### config.mk
export PLATFORM = sky130hd
export DESIGN_NAME = mbox_message_splitter
export DESIGN_NICKNAME = d
export VERILOG_FILES = /design/src/design/mms_pkg.sv /design/src/design/mms_front.sv /design/src/design/mms_queue.sv /design/src/design/mms_back.sv /design/src/design/mbox_message_splitter.sv
export SDC_FILE = /design/constraint.sdc
export NUM_CORES = 1
export LEC_CHECK = 0
export BUFFER_PORTS_ARGS = -buffer_cell sky130_fd_sc_hd__buf_2
export CAP_MARGIN = 40
export CORE_UTILIZATION = 60
export CTS_BUF_LIST = sky130_fd_sc_hd__clkbuf_4 sky130_fd_sc_hd__clkbuf_8 sky130_fd_sc_hd__clkbuf_16
export DETAILED_ROUTE_END_ITERATION = 10
export PLACE_DENSITY = 0.86
export RECOVER_POWER = 100
export SLEW_MARGIN = 30
export SYNTH_ARGS = -nofsm -noshare
export SYNTH_HDL_FRONTEND = slang
export SYNTH_HIERARCHICAL = 1
export SYNTH_SLANG_ARGS = --single-unit
### constraint.sdc
create_clock -name clk -period 5.6 [get_ports clk]
set_input_delay 1.12 -clock clk [delete_from_list [all_inputs] [get_ports clk]]
set_output_delay 1.12 -clock clk [all_outputs]
set_load 0.1 [all_outputs]
### src/design/mms_pkg.sv
// Package for the mbox message splitter: line phase codes, job word format,
// delimiter text lookup and register addresses. No dependencies.
package mms_pkg;

    // Line phase of the input stream.
    typedef enum logic [2:0] {
        PH_START = 3'd0,   // line start, nothing matched
        PH_F     = 3'd1,   // "F" held
        PH_FR    = 3'd2,   // "Fr" held
        PH_FRO   = 3'd3,   // "Fro" held
        PH_FROM  = 3'd4,   // "From" held
        PH_BODY  = 3'd5,   // inside an ordinary line
        PH_DELIM = 3'd6    // inside a delimiter line
    } line_phase_t;

    // Result slots of one job, issued from low to high.
    localparam int SLOT_END_FIRST = 0;   // message end before the delimiter
    localparam int SLOT_TEXT0     = 1;   // slots 1..5 carry "From "
    localparam int SLOT_TAIL      = 6;   // current byte or added newline
    localparam int SLOT_END_LAST  = 7;   // message end at end of stream
    localparam int NUM_SLOTS      = 8;
    localparam int TEXT_LEN       = 5;

    localparam logic [7:0] CHAR_NL = 8'h0A;

    // Register byte addresses.
    localparam logic [2:0] ADDR_KEEP_DELIM = 3'd0;

    typedef struct packed {
        logic [NUM_SLOTS-1:0] slot_mask;
        logic [7:0]           tail_byte;
    } job_t;

    // Character idx of the "From " delimiter.
    function automatic logic [7:0] delim_char(input logic [2:0] idx);
        logic [7:0] c;
        case (idx)
            3'd0:    c = 8'h46;   // F
            3'd1:    c = 8'h72;   // r
            3'd2:    c = 8'h6F;   // o
            3'd3:    c = 8'h6D;   // m
            3'd4:    c = 8'h20;   // space
            default: c = 8'h00;
        endcase
        return c;
    endfunction

endpackage

### src/design/mms_front.sv
// Front end of the mbox message splitter: tracks the line phase, classifies
// each input word and builds a job word for the back end. Uses mms_pkg.
module mms_front
(
    input  logic        clk,
    input  logic        rst_n,
    input  logic        keep_delimiter,
    input  logic        in_valid,      // word accepted this cycle
    input  logic [7:0]  data_byte,
    input  logic        end_of_stream,
    output logic        job_push,
    output mms_pkg::job_t job
);
    import mms_pkg::*;

    line_phase_t phase_reg, phase_next;
    logic        nonempty_reg, nonempty_next;

    logic [NUM_SLOTS-1:0] mask;
    logic [TEXT_LEN-1:0]  held_text;
    logic [TEXT_LEN-1:0]  full_text;
    logic                 byte_is_nl;
    logic                 char_hit;
    line_phase_t          after_byte;

    // Held prefix: first n characters of "From ".
    always_comb
    begin
        for (int i = 0; i < TEXT_LEN; i++)
        begin
            held_text[i] = (3'(i) < phase_reg);
        end
    end

    assign full_text  = '1;
    assign byte_is_nl = (data_byte == CHAR_NL);
    assign after_byte = byte_is_nl ? PH_START : PH_BODY;
    // next delimiter character expected in the start and prefix phases
    assign char_hit   = (data_byte == delim_char(phase_reg));

    // Next state
    always_comb
    begin
        phase_next    = phase_reg;
        nonempty_next = nonempty_reg;
        if (end_of_stream)
        begin
            phase_next    = PH_START;
            nonempty_next = 1'b0;
        end
        else
        begin
            unique case (phase_reg) inside
                PH_START:
                begin
                    if (char_hit)
                    begin
                        phase_next = PH_F;
                    end
                    else
                    begin
                        phase_next    = after_byte;
                        nonempty_next = 1'b1;
                    end
                end
                PH_F, PH_FR, PH_FRO, PH_FROM:
                begin
                    if (char_hit)
                    begin
                        if (phase_reg == PH_FROM)
                        begin
                            phase_next    = PH_DELIM;
                            nonempty_next = keep_delimiter;
                        end
                        else
                        begin
                            phase_next = line_phase_t'(phase_reg + 3'd1);
                        end
                    end
                    else
                    begin
                        phase_next    = after_byte;
                        nonempty_next = 1'b1;
                    end
                end
                PH_DELIM:
                begin
                    if (keep_delimiter)
                    begin
                        nonempty_next = 1'b1;
                    end
                    if (byte_is_nl)
                    begin
                        phase_next = PH_START;
                    end
                end
                default:
                begin
                    phase_next    = after_byte;
                    nonempty_next = 1'b1;
                end
            endcase
        end
    end

    // Job slots
    always_comb
    begin
        mask = '0;
        if (end_of_stream)
        begin
            unique case (phase_reg) inside
                PH_F, PH_FR, PH_FRO, PH_FROM:
                begin
                    mask[SLOT_TEXT0 +: TEXT_LEN] = held_text;
                    mask[SLOT_TAIL]              = 1'b1;
                end
                PH_DELIM: mask[SLOT_TAIL] = keep_delimiter;
                PH_START: mask[SLOT_TAIL] = 1'b0;
                default:  mask[SLOT_TAIL] = 1'b1;
            endcase
            mask[SLOT_END_LAST] = nonempty_reg || mask[SLOT_TAIL];
        end
        else
        begin
            unique case (phase_reg) inside
                PH_START:
                begin
                    mask[SLOT_TAIL] = !char_hit;
                end
                PH_F, PH_FR, PH_FRO, PH_FROM:
                begin
                    if (char_hit)
                    begin
                        if (phase_reg == PH_FROM)
                        begin
                            mask[SLOT_END_FIRST] = nonempty_reg;
                            if (keep_delimiter)
                            begin
                                mask[SLOT_TEXT0 +: TEXT_LEN] = full_text;
                            end
                        end
                    end
                    else
                    begin
                        mask[SLOT_TEXT0 +: TEXT_LEN] = held_text;
                        mask[SLOT_TAIL]              = 1'b1;
                    end
                end
                PH_DELIM:
                begin
                    mask[SLOT_TAIL] = keep_delimiter;
                end
                default:
                begin
                    mask[SLOT_TAIL] = 1'b1;
                end
            endcase
        end
    end

    assign job.slot_mask = mask;
    assign job.tail_byte = end_of_stream ? CHAR_NL : data_byte;
    assign job_push      = in_valid && (mask != '0);

    always_ff @(posedge clk or negedge rst_n)
    begin
        if (!rst_n)
        begin
            phase_reg    <= PH_START;
            nonempty_reg <= 1'b0;
        end
        else if (in_valid)
        begin
            phase_reg    <= phase_next;
            nonempty_reg <= nonempty_next;
        end
    end

endmodule

### src/design/mms_queue.sv
// Job queue between the front and back ends of the mbox message splitter.
// Small register FIFO with a combinational head. Uses mms_pkg.
module mms_queue
#(
    parameter int DEPTH = 4
)
(
    input  logic          clk,
    input  logic          rst_n,
    input  logic          push,
    input  mms_pkg::job_t push_job,
    input  logic          pop,
    output logic          full,
    output logic          not_empty,
    output mms_pkg::job_t head
);
    import mms_pkg::*;

    localparam int PW = (DEPTH > 1) ? $clog2(DEPTH) : 1;
    localparam int CW = $clog2(DEPTH + 1);

    job_t          mem [DEPTH];
    logic [PW-1:0] wr_ptr_reg, rd_ptr_reg;
    logic [CW-1:0] count_reg, count_next;

    function automatic logic [PW-1:0] ptr_inc(input logic [PW-1:0] p);
        return (p == PW'(DEPTH - 1)) ? '0 : PW'(p + 1'b1);
    endfunction

    assign full      = (count_reg == CW'(DEPTH));
    assign not_empty = (count_reg != '0);
    assign head      = mem[rd_ptr_reg];

    always_comb
    begin
        count_next = count_reg;
        if (push && !pop)
        begin
            count_next = CW'(count_reg + 1'b1);
        end
        else if (pop && !push)
        begin
            count_next = CW'(count_reg - 1'b1);
        end
    end

    always_ff @(posedge clk)
    begin
        if (push)
        begin
            mem[wr_ptr_reg] <= push_job;
        end
    end

    always_ff @(posedge clk or negedge rst_n)
    begin
        if (!rst_n)
        begin
            wr_ptr_reg <= '0;
            rd_ptr_reg <= '0;
            count_reg  <= '0;
        end
        else
        begin
            if (push)
            begin
                wr_ptr_reg <= ptr_inc(wr_ptr_reg);
            end
            if (pop)
            begin
                rd_ptr_reg <= ptr_inc(rd_ptr_reg);
            end
            count_reg <= count_next;
        end
    end

endmodule

### src/design/mms_back.sv
// Back end of the mbox message splitter: expands the job at the queue head
// into result words through an output register, one per cycle unless out_ready stalls. Uses mms_pkg.
module mms_back
(
    input  logic          clk,
    input  logic          rst_n,
    input  logic          job_valid,
    input  mms_pkg::job_t job,
    output logic          job_pop,
    output logic          out_valid,
    input  logic          out_ready,
    output logic [7:0]    out_byte,
    output logic          message_end,
    output logic          last_of_run
);
    import mms_pkg::*;

    logic [NUM_SLOTS-1:0] done_reg, done_next;
    logic [NUM_SLOTS-1:0] remaining, lowest;
    logic [2:0]           slot_idx;
    logic                 can_load, issue, is_last;
    logic [7:0]           slot_byte;
    logic                 slot_end;

    logic       valid_reg;
    logic [7:0] byte_reg;
    logic       end_reg;
    logic       last_reg;

    assign remaining = job.slot_mask & ~done_reg;
    assign lowest    = remaining & (~remaining + 1'b1);
    assign is_last   = ((remaining & ~lowest) == '0);
    assign can_load  = !valid_reg || out_ready;
    assign issue     = job_valid && can_load;
    assign job_pop   = issue && is_last;

    always_comb
    begin
        slot_idx = '0;
        for (int i = NUM_SLOTS - 1; i >= 0; i--)
        begin
            if (lowest[i])
            begin
                slot_idx = 3'(i);
            end
        end
    end

    always_comb
    begin
        slot_end  = 1'b0;
        slot_byte = 8'h00;
        unique case (slot_idx) inside
            3'(SLOT_END_FIRST), 3'(SLOT_END_LAST): slot_end = 1'b1;
            3'(SLOT_TAIL):                         slot_byte = job.tail_byte;
            default: slot_byte = delim_char(3'(slot_idx - 3'(SLOT_TEXT0)));
        endcase
    end

    always_comb
    begin
        done_next = done_reg;
        if (job_pop)
        begin
            done_next = '0;
        end
        else if (issue)
        begin
            done_next = done_reg | lowest;
        end
    end

    always_ff @(posedge clk or negedge rst_n)
    begin
        if (!rst_n)
        begin
            done_reg  <= '0;
            valid_reg <= 1'b0;
        end
        else
        begin
            done_reg <= done_next;
            if (can_load)
            begin
                valid_reg <= job_valid;
            end
        end
    end

    always_ff @(posedge clk)
    begin
        if (issue)
        begin
            byte_reg <= slot_byte;
            end_reg  <= slot_end;
            last_reg <= is_last;
        end
    end

    assign out_valid   = valid_reg;
    assign out_byte    = byte_reg;
    assign message_end = end_reg;
    assign last_of_run = last_reg;

endmodule

### src/design/mbox_message_splitter.sv
// Top level of the mbox message splitter: stream ports, APB register and the
// front end, job queue and back end. Uses mms_pkg, mms_front, mms_queue, mms_back.
//
// Splits an mbox byte stream into messages at lines that begin with "From ".
// One input word is taken per cycle while the job queue has room; each word
// turns into a job of zero to six output words; the back end sends one output
// word per cycle unless m_tready holds it off. Unstalled, one input word per
// cycle is sustained when each yields at most one result; a word with more
// (a released "From" prefix, a kept delimiter, end of stream) emits them in
// turn. The output register and the QUEUE_DEPTH-entry job queue let the input
// keep running while output words wait. Input: s_tdata is the byte,
// s_tlast marks end of stream (no byte; held bytes are flushed, an open line
// gets a newline and the last message is closed). Output: m_tdata is the
// content byte, m_tuser marks a message end (m_tdata zero), m_tlast flags the
// final word caused by one input word. An empty message never gets an end
// word. Register 0 (byte address 0) bit 0 is keep_delimiter, reset 0: when
// set, each "From " line is kept at the head of its message. Write it only
// while the block is idle. No clearing pass after reset.
module mbox_message_splitter
#(
    parameter int QUEUE_DEPTH = 4
)
(
    input  logic        clk,
    input  logic        rst_n,
    // input stream
    input  logic        s_tvalid,
    output logic        s_tready,
    input  logic [7:0]  s_tdata,     // [7:0] data_byte
    input  logic        s_tlast,     // end_of_stream
    // output stream
    output logic        m_tvalid,
    input  logic        m_tready,
    output logic [7:0]  m_tdata,     // [7:0] out_byte
    output logic        m_tuser,     // [0] message_end
    output logic        m_tlast,     // last_of_run
    // register port
    input  logic        psel,
    input  logic        penable,
    input  logic        pwrite,
    input  logic [2:0]  paddr,
    input  logic [31:0] pwdata,
    output logic [31:0] prdata,
    output logic        pready
);
    import mms_pkg::*;

    logic  keep_reg;
    logic  cfg_write;
    logic  in_accept;
    logic  job_push, job_pop, queue_full, queue_valid;
    job_t  new_job, head_job;

    // Register port: pready is held high, so transfers never wait.
    assign pready    = 1'b1;
    assign cfg_write = psel && penable && pwrite && pready;
    assign prdata    = (paddr == ADDR_KEEP_DELIM) ? {31'b0, keep_reg} : 32'b0;

    always_ff @(posedge clk or negedge rst_n)
    begin
        if (!rst_n)
        begin
            keep_reg <= 1'b0;
        end
        else if (cfg_write && (paddr == ADDR_KEEP_DELIM))
        begin
            keep_reg <= pwdata[0];
        end
    end

    // Front end takes a word whenever the queue has room.
    assign s_tready  = !queue_full;
    assign in_accept = s_tvalid && s_tready;

    mms_front u_front
    (
        .clk            (clk),
        .rst_n          (rst_n),
        .keep_delimiter (keep_reg),
        .in_valid       (in_accept),
        .data_byte      (s_tdata),
        .end_of_stream  (s_tlast),
        .job_push       (job_push),
        .job            (new_job)
    );

    mms_queue #(
        .DEPTH (QUEUE_DEPTH)
    ) u_queue
    (
        .clk       (clk),
        .rst_n     (rst_n),
        .push      (job_push),
        .push_job  (new_job),
        .pop       (job_pop),
        .full      (queue_full),
        .not_empty (queue_valid),
        .head      (head_job)
    );

    mms_back u_back
    (
        .clk         (clk),
        .rst_n       (rst_n),
        .job_valid   (queue_valid),
        .job         (head_job),
        .job_pop     (job_pop),
        .out_valid   (m_tvalid),
        .out_ready   (m_tready),
        .out_byte    (m_tdata),
        .message_end (m_tuser),
        .last_of_run (m_tlast)
    );

endmodule

### After elaboration in Yosys (flattened, before gate mapping)

Memories as Yosys holds them, arrays and structs flattened.
Index checks and enable logic that the tools add are counted.

| cells by class | value |
|---|---|
| add/sub/neg operators | 7 |
| $mul | 0 |
| div/mod/pow operators | 0 |
| magnitude comparators | 5 |
| equal/unequal tests | 20 |
| shift operators | 0 |
| muxes and demuxes | 48 |
| bitwise logic cells | 7 |
| reductions and logical operators | 29 |

Operator list:

| kind | number |
|---|---|
| 7-bit case mux with 5 select lines | 2 |
| 3-bit 2-to-1 mux | 16 |
| 8-bit bitwise AND | 3 |
| 8-bit 2-to-1 mux | 3 |
| 8-bit inverter | 3 |
| 3-bit == test (second input constant) | 6 |
| 6-bit 2-to-1 mux | 3 |
| 8-bit case mux with 2 select lines | 1 |
| 5-bit 2-to-1 mux | 3 |
| 1-bit 2-to-1 mux | 14 |
| 3-bit by 2-bit == test with 1-bit output (second input constant) | 4 |
| 3-bit zero test | 4 |
| 1-bit logical AND | 9 |
| 3-bit case mux with 3 select lines | 1 |
| 8-bit by 1-bit adder with 8-bit output (second input constant) | 1 |
| 8-bit by 4-bit == test with 1-bit output (second input constant) | 1 |
| 8-bit by 7-bit == test with 1-bit output | 1 |
| 8-bit zero test | 1 |
| 8-bit OR | 1 |
| 8-bit nonzero test | 1 |
| 3-bit by 1-bit adder with 3-bit output (second input constant) | 2 |
| 3-bit by 1-bit == test with 1-bit output (second input constant) | 2 |
| 1-bit by 3-bit less-than comparator with 1-bit output (first input constant) | 2 |
| 2-bit by 3-bit less-than comparator with 1-bit output (first input constant) | 2 |
| other kinds (18) | 30 |

| storage, ports and cells | value |
|---|---|
| register bits after elaboration | 31 |
| bits in latches | 0 |
| memory bits (writable) | 64 |
| memory bits (read-only) | 0 |
| bits of input ports | 51 |
| output and inout port bits | 45 |
| logic and storage cells | 128 |
| memories | 1 |

Memories:

| name | depth | bits a word | rd ports | clocked after Yosys merged registers in | wr ports | line | RTL |
|---|---|---|---|---|---|---|---|
| u_queue.mem | 4 | 16 | 1 | 0 | 1 | mms_queue.sv:22 | `job_t mem [DEPTH];` |

### Depth between registers and ports, before layout

Gate-level depths: netlist (run 1).

| depth | value |
|---|---|
| word-level depth | 17 |
| gate-level depth with buffers | 16 |
| mapped depth without buffers | 14 |

### Hierarchy

Netlist (run 1), hierarchy kept.

By module, submodules not included:

| module | instances | cells an instance | area each (um^2) | sequential area each (um^2) |
|---|---|---|---|---|
| mms_queue | 1 | 121 | 2767.7 | 2097.0 |
| mms_back | 1 | 106 | 1137.3 | 525.5 |
| mms_front | 1 | 111 | 800.8 | 100.1 |
| mbox_message_splitter | 1 | 41 | 317.8 | 25.0 |

### Worst setup path before layout (run 1)

Ideal clock, no wire load.

| path | value |
|---|---|
| path kind | input port to flip-flop |
| start point | in s_tdata[3] |
| end point | reg u_queue.count_reg[1] |
| arrival time | 3.577 ns |
| required time | 5.475 ns |
| slack | 1.899 ns |
| stages on the path | 10 |
| path buffers | 0 |
| path through | nand2_1 -> or3_1 -> a2111o_1 -> nor3_4 -> a311oi_1 -> o31a_1 -> ha_1 -> inv_1 -> fa_1 -> mux2_2 |

RTL lines:

| what | line | RTL |
|---|---|---|
| start, declared | mbox_message_splitter.sv:29 | `input logic [7:0] s_tdata,` |
| end signal, assigned | mms_queue.sv:73 | `count_reg <= count_next;` |
| end, declared | mms_queue.sv:24 | `logic [CW-1:0] count_reg, count_next;` |

==> results of run 1 <==
-- worst max-delay path: cells and delay by family, from the launching register on --
family	cells	cell delay, ns
buf+inv	2	0.84
xor+xnor	1	0.14
compound gates	3	1.35
flops	1	0.62
fa+ha+maj	1	0.41
simple gates	3	1.11
-- placed cells by master (no fill, tap or decap), drive strengths merged, types with 16 or more instances in the layout --
master,instances
nor2,31
o21ai,18
conb,32
nand2,24
buf,19
dfrtp,21
clkbuf,28
mux4,16
edfxtp,74
-- layout make-up --
class                           instances  area, um^2  share of cell area, %
Clock buffer                           10         131                   2.54
Clock inverter                          6        45.0                  0.872
Multi-Input combinational cell        259        1900                   36.8
Tap cell                              105         131                   2.54
Timing Repair Buffer                   37         171                   3.32
Sequential cell                        95        2750                   53.2
Inverter                               10        37.5                  0.726
-- logic make-up after synthesis --
| kind of cell | synth area share (%) |
|---|---|
| AO/OA/AOI/OAI | 9.89 |
| AND/OR/NAND/NOR | 14.3 |
| adder cells (fa/ha/maj) | 3.11 |
| multiplexers | 8.87 |
| other | 0.149 |
| XOR/XNOR | 1.05 |
| buffers and inverters | 7.92 |
| flip-flops | 54.7 |
-- stage by stage --
stage               setup slack, ns  total power [uW]  cell area [um^2]
detailed placement             1.20              2980              5080
floorplan                      1.90              2710              5140
CTS                            1.20              3380              5260
global placement               1.46              2890              5080
global route                  0.467              3510              5170
finish                        0.767              3290              5170
-- where the power goes --
group / internal [uW] / total [uW] / leakage [uW] / switching, uW
combinational: 571 / 1690 / 0.000895 / 1120
sequential: 1050 / 1210 / 0.000944 / 156
clock: 168 / 400 / 0.0000823 / 233
total: 1790 / 3290 / 0.00192 / 1500
-- metal layers --
metal	GRT usage, %	part of all wire (%)	wire [um]
met4	9.62	1.8	157
met1	27.5	42	3640
met3	3.58	4.7	408
met2	37.9	52	4540
met5	0	0	0
-- worst paths after layout --
| path | end | slack (ns) |
|---|---|---|
| worst max register to register | u_queue/mem[0][15] | 0.77 |
| worst min register to register | u_queue/count_reg[2] | 0.50 |
| min in group asynchronous | u_back/done_reg[0] | 0.98 |
| max in group asynchronous | u_front/phase_reg[0] | 3.90 |
| worst max-delay path | u_queue/mem[0][15] | 0.77 |
| worst min-delay path | u_queue/count_reg[2] | 0.50 |
==> results_dict.tcl, run 1 <==
set metrics [dict create \
    status "completed" \
    chipWidth_um 93.5 \
    synth_cell_types 73 \
    required_ns 5.59 \
    synthesis.area_mm2 0.00502 \
    clock_latency_ns 0.35 \
    antenna_found_initial 0 \
    antennaDiodeCount 0 \
    cts_root_buf "clkbuf_8" \
    grt_pass1_wl_um 14200 \
    path_clk_slew_ns 0.09 \
    finClkSkew_ns 0.00712 \
    irDropWorstVdd_v 0.000297 \
    critPathCaptureType "register" \
    worstPathCellList "inv_1, ha_1, nor3_1, xor2_1, o2111ai_1, nor3_1, a311oi_1, o31a_1, and2_0, clkbuf_1" \
    critPathArrivalTime_ns 4.82 \
    largest_register_ff_count 64 \
    min_path_type "register to register" \
    overflow 0 \
    setup-violations-final 0 \
    cap_violations 0 \
    startpoint "u_front/phase_reg[0]" \
    n_fill_cell 621 \
    p_per_area_mw_per_mm2 637 \
    grt_setup_unrepaired "false" \
    hold_buffers 0 \
    drt_iter0_drc 227 \
    holdPathStages 1 \
    dr.pass1.iters 4 \
    io_pins 96 \
    postCtsSetupBuffers 0 \
    hpwl_um 6280 \
    portBuffers 32 \
    vias 2980 \
    area_delta_synth_final_pct 2.86 \
    yosysSeqAreaShare_pct 54.7 \
    dieArea_mm2 0.00874 \
    yosys_register_bits 95 \
    final_cells 522 \
    slowest_stage "a311oi_1" \
    drcViolationCount 0 \
    clk_path_buf_depth 2 \
    synth-main-ff-cell "edfxtp_1" \
    utilization_pct 63.2 \
    num_rows 33 \
    initial_core_util_pct 61.4 \
    cts.sinks 95 \
    synth_edf_count 74 \
    syn_avg_cell_area_um2 13.3 \
    via_per_inst 5.71 \
    slew_headroom_pct 19.9 \
    syn_inst 379 \
    cts_tree "yes" \
    wl_per_cell_um 16.8 \
    grt.total_usage_pct 22.0 \
    r2r_cells 10 \
    nets 474 \
    synth_area_leaders "edfxtp_1 (44%), dfrtp_1 (10%), buf_4 (4.8%), mux4_1 (4.2%), mux4_2 (3.6%)" \
    synth_largest_area_cell "edfxtp_1" \
    grt_max_degree 25 \
    drive_gt1_share_pct 16.3 \
    period_share_pct 86.3 \
    path_max_fanout 14 \
    ys_warn_count 6 \
    wirelength_um 8750 \
    worst_slew_pin_slew_ns 1.20 \
    core_area_mm2 0.00818 \
    grt_pass1_vias 2842 \
    max_stage_delay_ns 0.65 \
    dp.cells 503 \
    synthMostInstantiatedCell "edfxtp_1" \
    finalSetupTns_ns 0 \
    cts_buffers 9 \
    max_freq_ghz 0.207 \
    synth-async-reset-ratio_pct 22.1 \
    die_y_um 93.5 \
    synthTopCellsByCount "edfxtp_1 (74), buf_4 (32), nand2_1 (23)" \
    htreeDepth 3 \
    hold_ws_ns 0.496 \
    slew_violations 0 \
    drt.antenna.violating_nets 0 \
    critPathKind "register to register" \
    p_leak_uw 0.00192 \
    crit_top_cell "nor3_1" \
    yosysTopAreaCellShare_pct 44.2 \
    cp-start-kind "register" \
    min_from "u_queue/count_reg[2]" \
    r2r-start "u_front/phase_reg[0]" \
    cts_resized 0 \
    post-route-min-period_ns 4.83 \
    gp_congestion 0.906 \
    hold_violations 0 \
]
Power figures use the tool's default switching activity.
==> run 2: changes to the inputs <==
--- a/config.mk
+++ b/config.mk
@@ -7,6 +7,7 @@
 export LEC_CHECK = 0
 export BUFFER_PORTS_ARGS = -buffer_cell sky130_fd_sc_hd__buf_2
 export CAP_MARGIN = 40
+export CORE_MARGIN = 10
 export CORE_UTILIZATION = 60
 export CTS_BUF_LIST = sky130_fd_sc_hd__clkbuf_4 sky130_fd_sc_hd__clkbuf_8 sky130_fd_sc_hd__clkbuf_16
 export DETAILED_ROUTE_END_ITERATION = 10
==> constraint.sdc (replaced) <==
create_clock -name clk -period 6.2 [get_ports clk]
set_input_delay 1.24 -clock clk [delete_from_list [all_inputs] [get_ports clk]]
set_output_delay 1.24 -clock clk [all_outputs]
set_load 0.1 [all_outputs]
==> run 2 against run 1 <==
Against the previous run:
- clock power is 7.2% lower
- register-to-register slack better by 0.63 ns
- global-route usage is 7.5 points lower
- clock-buffer cell count is 1 lower
- final cell count is 0.19% lower
- fmax is 0.63% higher
- first-iteration DRC count is 30% lower
- clock skew is 0.0015 ns higher
- setup slack better by 0.63 ns
- sequential share of layout area is 0.17 points lower
- sequential power is 11% lower
- flip-flop and latch count stayed put
==> results_dict.tcl, run 2 (synthesis gave the netlist of run 1 again) <==
set metrics [dict create \
    cts_tree "yes" \
    drt.antenna.violating_nets 0 \
    clk_path_buf_depth 2 \
    final_cell_mix "edfxtp_1 (74), conb_1 (32), nand2_1 (23)" \
    wirelength_um 9350 \
    setup-violations-final 0 \
    grt_pass1_vias 2913 \
    irDropWorstVdd_v 0.000257 \
    multi_input_area_mm2 0.00193 \
    slowest_stage "clkbuf_1" \
    finClkSkew_ns 0.00865 \
    portBuffers 32 \
    holdPathStages 1 \
    r2r_slack_ns 1.40 \
    period_share_pct 77.5 \
    path_max_fanout 14 \
    drt_iter0_drc 160 \
    drcViolationCount 0 \
    n_fill_cell 619 \
    gp_congestion 0.883 \
    max_freq_ghz 0.208 \
    nets 473 \
    via_per_inst 5.82 \
    area_delta_synth_final_pct 3.19 \
    slew_headroom_pct 18.7 \
    antenna_found_initial 0 \
    hold_end "u_queue/count_reg[2]" \
    initial_core_util_pct 61.4 \
    max_stage_delay_ns 0.69 \
    num_rows 33 \
    cts_resized 0 \
    pre_cts_slack_ns 1.89 \
    p_leak_uw 0.00192 \
    grt_setup_unrepaired "false" \
    post-route-min-period_ns 4.80 \
    slew_violations 0 \
    cap_violations 0 \
    min_path_type "register to register" \
    wl_per_cell_um 17.9 \
    dr.pass1.iters 4 \
    postCtsSetupBuffers 0 \
    clock_latency_ns 0.36 \
    r2r-end "u_queue/mem[3][3]" \
    hold_buffers 0 \
    worstPathCellList "inv_1, ha_1, nor3_1, xor2_1, o2111ai_1, nor3_1, o31ai_1, o31a_1, and2_0, clkbuf_1" \
    core_area_mm2 0.00818 \
    cts.sinks 95 \
    required_ns 6.19 \
    overflow 0 \
    cp_top_family "compound AO/OA/AOI/OAI gates" \
    r2r_cells 10 \
    critPathCaptureType "register" \
    die_y_um 112 \
    hold_violations 0 \
    path_clk_slew_ns 0.09 \
    critPathKind "register to register" \
    status "completed" \
    critPathArrivalTime_ns 4.80 \
    drive_gt1_share_pct 16.8 \
    grt_max_degree 25 \
    layout_commonest_cell "edfxtp_1" \
    fin_ws_ns 1.40 \
    antennaDiodeCount 0 \
    io_pins 96 \
    dieArea_mm2 0.0124 \
    p_per_area_mw_per_mm2 582 \
    hold_ws_ns 0.486 \
    cts_root_buf "clkbuf_8" \
    cp-start-kind "register" \
    r2r-start "u_front/phase_reg[0]" \
    min_from "u_queue/count_reg[2]" \
    finalSetupTns_ns 0 \
    grt_pass1_wl_um 14900 \
    regArea_mm2 0.00275 \
    worst_slew_pin_slew_ns 1.22 \
    hpwl_um 6700 \
    vias 3033 \
    cts_buffers 9 \
    critical_path.n_buffers_inverters 2 \
    crit_top_cell "nor3_1" \
    largest_register_ff_count 64 \
    chipWidth_um 112 \
    htreeDepth 3 \
    grt.total_usage_pct 14.5 \
]
==> run 2: worst max-delay path by stage <==
stage	depth (start not counted)	slack (ns)	from	endpoint
floorplan	10	2.38	s_tdata[3]	u_queue/count_reg[1]
global placement	11	1.77	u_queue/rd_ptr_reg[0]	u_queue/count_reg[1]
detailed placement	9	1.89	u_front/phase_reg[0]	u_queue/mem[3][0]
CTS	14	1.87	u_front/phase_reg[0]	u_queue/count_reg[2]
global route	10	1.06	u_front/phase_reg[0]	u_queue/mem[3][15]
finish	10	1.40	u_front/phase_reg[0]	u_queue/mem[3][3]
==> run 2: power breakdown <==
part	total [uW]	switching (uW)	internal, uW
clock	371	220	150
sequential	1080	133	948
combinational	1560	1040	522
total	3020	1390	1620
==> run 2: routing by layer <==
metal / vias to the layer above / GRT usage (%) / part of all wire (%)
met3: 11 / 4.13 / 6.3
met1: 1492 / 17.6 / 42
li1: 1417 / - / -
met2: 113 / 24.0 / 50
met5: - / 0 / 0
met4: 0 / 5.83 / 1.5
==> run 2: area by class of cell <==
type | instances | area share, %
flip-flops and latches | 95 | 53.0
well taps | 105 | 2.53
repair buffers | 36 | 3.02
clock inverters | 7 | 1.09
multi-input cells | 259 | 37.2
clock buffers | 9 | 2.39
inverters | 10 | 0.724
==> run 2: worst reg2reg max path, delay by kind of cell, from the launching register on <==
family                     cells  cell delay [ns]
buffers and inverters          2             0.90
and+or+nand+nor                3             1.10
DFF                            1             0.61
adders and majority gates      1             0.40
AOI/OAI and AO/OA              3             1.28
xor gates and xnor gates       1             0.15
==> run 2: metrics by stage <==
| step | power [uW] | cells | util (%) | cell area [um^2] |
|---|---|---|---|---|
| final | 3020 | 521 | 63.4 | 5180 |
| after CTS | 3070 | 518 | 64.4 | 5260 |
| after global routing | 3200 | 521 | 63.4 | 5180 |
| after floorplan | 2450 | 409 | - | 5140 |
| after detailed placement | 2700 | 502 | 62.2 | 5080 |
| after global placement | 2610 | 501 | 62.0 | 5070 |
==> run 3: changes to the inputs <==
--- a/config.mk
+++ b/config.mk
@@ -5,13 +5,14 @@
 export SDC_FILE = /design/constraint.sdc
 export NUM_CORES = 1
 export LEC_CHECK = 0
+export ABC_AREA = 1
 export BUFFER_PORTS_ARGS = -buffer_cell sky130_fd_sc_hd__buf_2
 export CAP_MARGIN = 40
 export CORE_MARGIN = 10
-export CORE_UTILIZATION = 60
+export CORE_UTILIZATION = 57
 export CTS_BUF_LIST = sky130_fd_sc_hd__clkbuf_4 sky130_fd_sc_hd__clkbuf_8 sky130_fd_sc_hd__clkbuf_16
 export DETAILED_ROUTE_END_ITERATION = 10
-export PLACE_DENSITY = 0.86
+export PLACE_DENSITY = 0.81
 export RECOVER_POWER = 100
 export SLEW_MARGIN = 30
 export SYNTH_ARGS = -nofsm -noshare
==> constraint.sdc (replaced) <==
create_clock -name clk -period 4.6 [get_ports clk]
set_input_delay 0.92 -clock clk [delete_from_list [all_inputs] [get_ports clk]]
set_output_delay 0.92 -clock clk [all_outputs]
set_load 0.1 [all_outputs]
==> run 3 against run 2 <==
Against the previous run:
- register-to-register slack lost 0.74 ns
- critical endpoint is now u_queue/count_reg[2]
- clock-buffer cell count increased by 1
- non-clock buffer count fell by 2
- first-iteration DRC count is 0.63% higher
- largest cell class unchanged
- final area up 9.7%
==> results_dict.tcl, run 3 <==
set metrics [dict create \
    status "completed" \
    grt_setup_unrepaired "false" \
    via_per_inst 4.92 \
    grt.total_usage_pct 13.8 \
    core_area_mm2 0.00933 \
    synthTopCellsByCount "nand2_1 (144), inv_1 (90), edfxtp_1 (74)" \
    worst_slew_pin_slew_ns 1.29 \
    antenna_found_initial 0 \
    min_path_type "register to register" \
    slew_violations 0 \
    die_y_um 118 \
    grt_pass1_vias 3617 \
    hold_buffers 0 \
    finClkSkew_ns 0.00808 \
    synthesis.area_mm2 0.00551 \
    post-route-min-period_ns 3.94 \
    vias 3712 \
    layout_commonest_cell "nand2_1" \
    overflow 0 \
    wl_per_cell_um 13.0 \
    yosysSeqAreaShare_pct 49.8 \
    critPathArrivalTime_ns 4.19 \
    synth-main-ff-cell "edfxtp_1" \
    finalPower_uw 4520 \
    drt.antenna.violating_nets 0 \
    holdPathStages 2 \
    setup-violations-final 0 \
    cts_resized 0 \
    synth_area_leaders "edfxtp_1 (40%), nand2_1 (9.8%), dfrtp_1 (9.5%), inv_1 (6.1%), buf_4 (4.6%)" \
    cts.sinks 95 \
    multi_input_area_mm2 0.00203 \
    initial_core_util_pct 59.1 \
    critical_path.n_buffers_inverters 2 \
    p_per_area_mw_per_mm2 795 \
    p_leak_uw 0.00272 \
    gp_congestion 0.903 \
    slew_headroom_pct 13.7 \
    synth-async-reset-ratio_pct 22.1 \
    synth_cell_types 42 \
    r2r_slack_ns 0.66 \
    path_clk_slew_ns 0.09 \
    htreeDepth 3 \
    hold_end "u_queue/count_reg[2]" \
    cts_buffers 9 \
    max_freq_ghz 0.254 \
    max_stage_delay_ns 0.71 \
    drive_gt1_share_pct 14.9 \
    dr.pass1.iters 5 \
    cp_top_family "simple AND/OR/NAND/NOR gates" \
    io_pins 96 \
    r2r-start "u_front/phase_reg[0]" \
    area_delta_synth_final_pct 3.11 \
    portBuffers 32 \
    drcViolationCount 0 \
    grt_max_degree 34 \
    finalSetupTns_ns 0 \
    period_share_pct 85.7 \
    hpwl_um 7320 \
    cts_tree "yes" \
    path_max_fanout 13 \
    final_cell_mix "nand2_1 (151), inv_1 (92), edfxtp_1 (74)" \
    syn_avg_cell_area_um2 9.31 \
    synthMostInstantiatedCell "nand2_1" \
    n_fill_cell 783 \
    synth_largest_area_cell "edfxtp_1" \
    cts_root_buf "clkbuf_8" \
    cp-start-kind "register" \
    required_ns 4.85 \
    critPathCaptureType "register" \
    clk_path_buf_depth 2 \
    largest_register_ff_count 64 \
    syn_inst 592 \
    utilization_pct 61.0 \
    irDropWorstVdd_v 0.000426 \
    drt_iter0_drc 161 \
    ys_warn_count 6 \
    yosys_register_bits 95 \
    clock_latency_ns 0.35 \
    min_from "u_queue/count_reg[2]" \
    nets 683 \
    slowest_stage "dfrtp_1" \
    synth_edf_count 74 \
    cap_violations 0 \
    dieArea_mm2 0.0140 \
    critPathKind "register to register" \
    worstPathCellList "inv_1, ha_1, o21ai_1, nand3_1, nand2_1, nand2_1, nor2_8, nand3_1, nor2_1, nor2_1, nand3_2, nor2_1, nor2_2, ha_1, inv_1, fa_1, nand2_1, nand3_1, nand2_1, nand2_1" \
    regArea_mm2 0.00275 \
    num_rows 35 \
    yosysTopAreaCellShare_pct 40.3 \
    antennaDiodeCount 0 \
    wirelength_um 9850 \
    r2r-end "u_queue/count_reg[2]" \
    r2r_cells 20 \
    hold_violations 0 \
    grt_pass1_wl_um 16200 \
    chipWidth_um 118 \
    crit_top_cell "nand2_1" \
    postCtsSetupBuffers 0 \
]
[run 3: cell count changes after synthesis, moves of 10 or more]
cell,before,now
nand2_1,23,144
inv_2,0,17
inv_1,10,90
nor2b_1,13,0
nand3_1,4,14
nand2_2,0,16
o211ai_1,1,32
[run 3: report_power, final]
group | leakage [uW] | total (uW) | switching, uW | internal [uW]
Combinational | 0.00169 | 2630 | 1930 | 697
Clock | 0.0000831 | 470 | 270 | 200
Sequential | 0.000950 | 1420 | 126 | 1300
[run 3: cells by family (layout without fill, tap and decap cells)]
| group | Yosys count | after routing | synth area share [%] |
|---|---|---|---|
| flip-flops | 95 | 95 | 49.8 |
| adder cells (fa/ha/maj) | 11 | 11 | 2.63 |
| XOR/XNOR | 1 | 1 | 0.159 |
| AO/OA/AOI/OAI | 82 | 82 | 9.92 |
| other | 2 | 32 | 0.136 |
| buffers and inverters | 154 | 158 | 13.9 |
| AND/OR/NAND/NOR | 247 | 247 | 23.4 |
[run 3: area by class of cell]
type | count | area share, %
clock buffers | 10 | 2.31
clock inverters | 6 | 0.660
inverters | 108 | 7.13
multi-input cells | 373 | 35.6
flip-flops and latches | 95 | 48.3
well taps | 129 | 2.84
repair buffers | 34 | 3.10
[run 3: per-stage QoR]
stage	setup slack [ns]	instances	hold WS [ns]	instance area [um^2]
finish	0.659	755	0.493	5690
global route	0.243	755	0.533	5690
CTS	0.812	755	0.497	5790
detailed placement	0.816	739	0.472	5620
global placement	0.927	738	0.454	5590
floorplan	1.35	622	0.442	5630
[run 3: worst max-delay path by stage]
stage / startpoint / endpoint / slack, ns / cells after the start
3_3_place_gp: u_front/phase_reg[0] / u_queue/mem[3][3] / 0.93 / 15
3_5_place_dp: u_front/phase_reg[0] / u_queue/count_reg[2] / 0.82 / 20
2_1_floorplan: paddr[1] / prdata[0] / 1.35 / 3
5_1_grt: u_front/phase_reg[0] / u_queue/count_reg[2] / 0.24 / 20
4_1_cts: u_front/phase_reg[0] / u_queue/count_reg[2] / 0.81 / 20
6_report: u_front/phase_reg[0] / u_queue/count_reg[2] / 0.66 / 20
[run 3: layer usage]
layer	track usage, %	routed length, um	share of wire [%]	up-vias
li1	-	-	-	1904
met1	15.8	4210	43	1706
met2	24.0	4960	50	94
met3	3.71	568	5.8	8
met4	5.80	106	1.1	0
met5	0	0	0	-
[run 3: worst min-delay path, delay by kind of cell (launching register included)]
kind	cells	cell delay (ns)
DFF	1	0.36
and+or+nand+nor	2	0.11
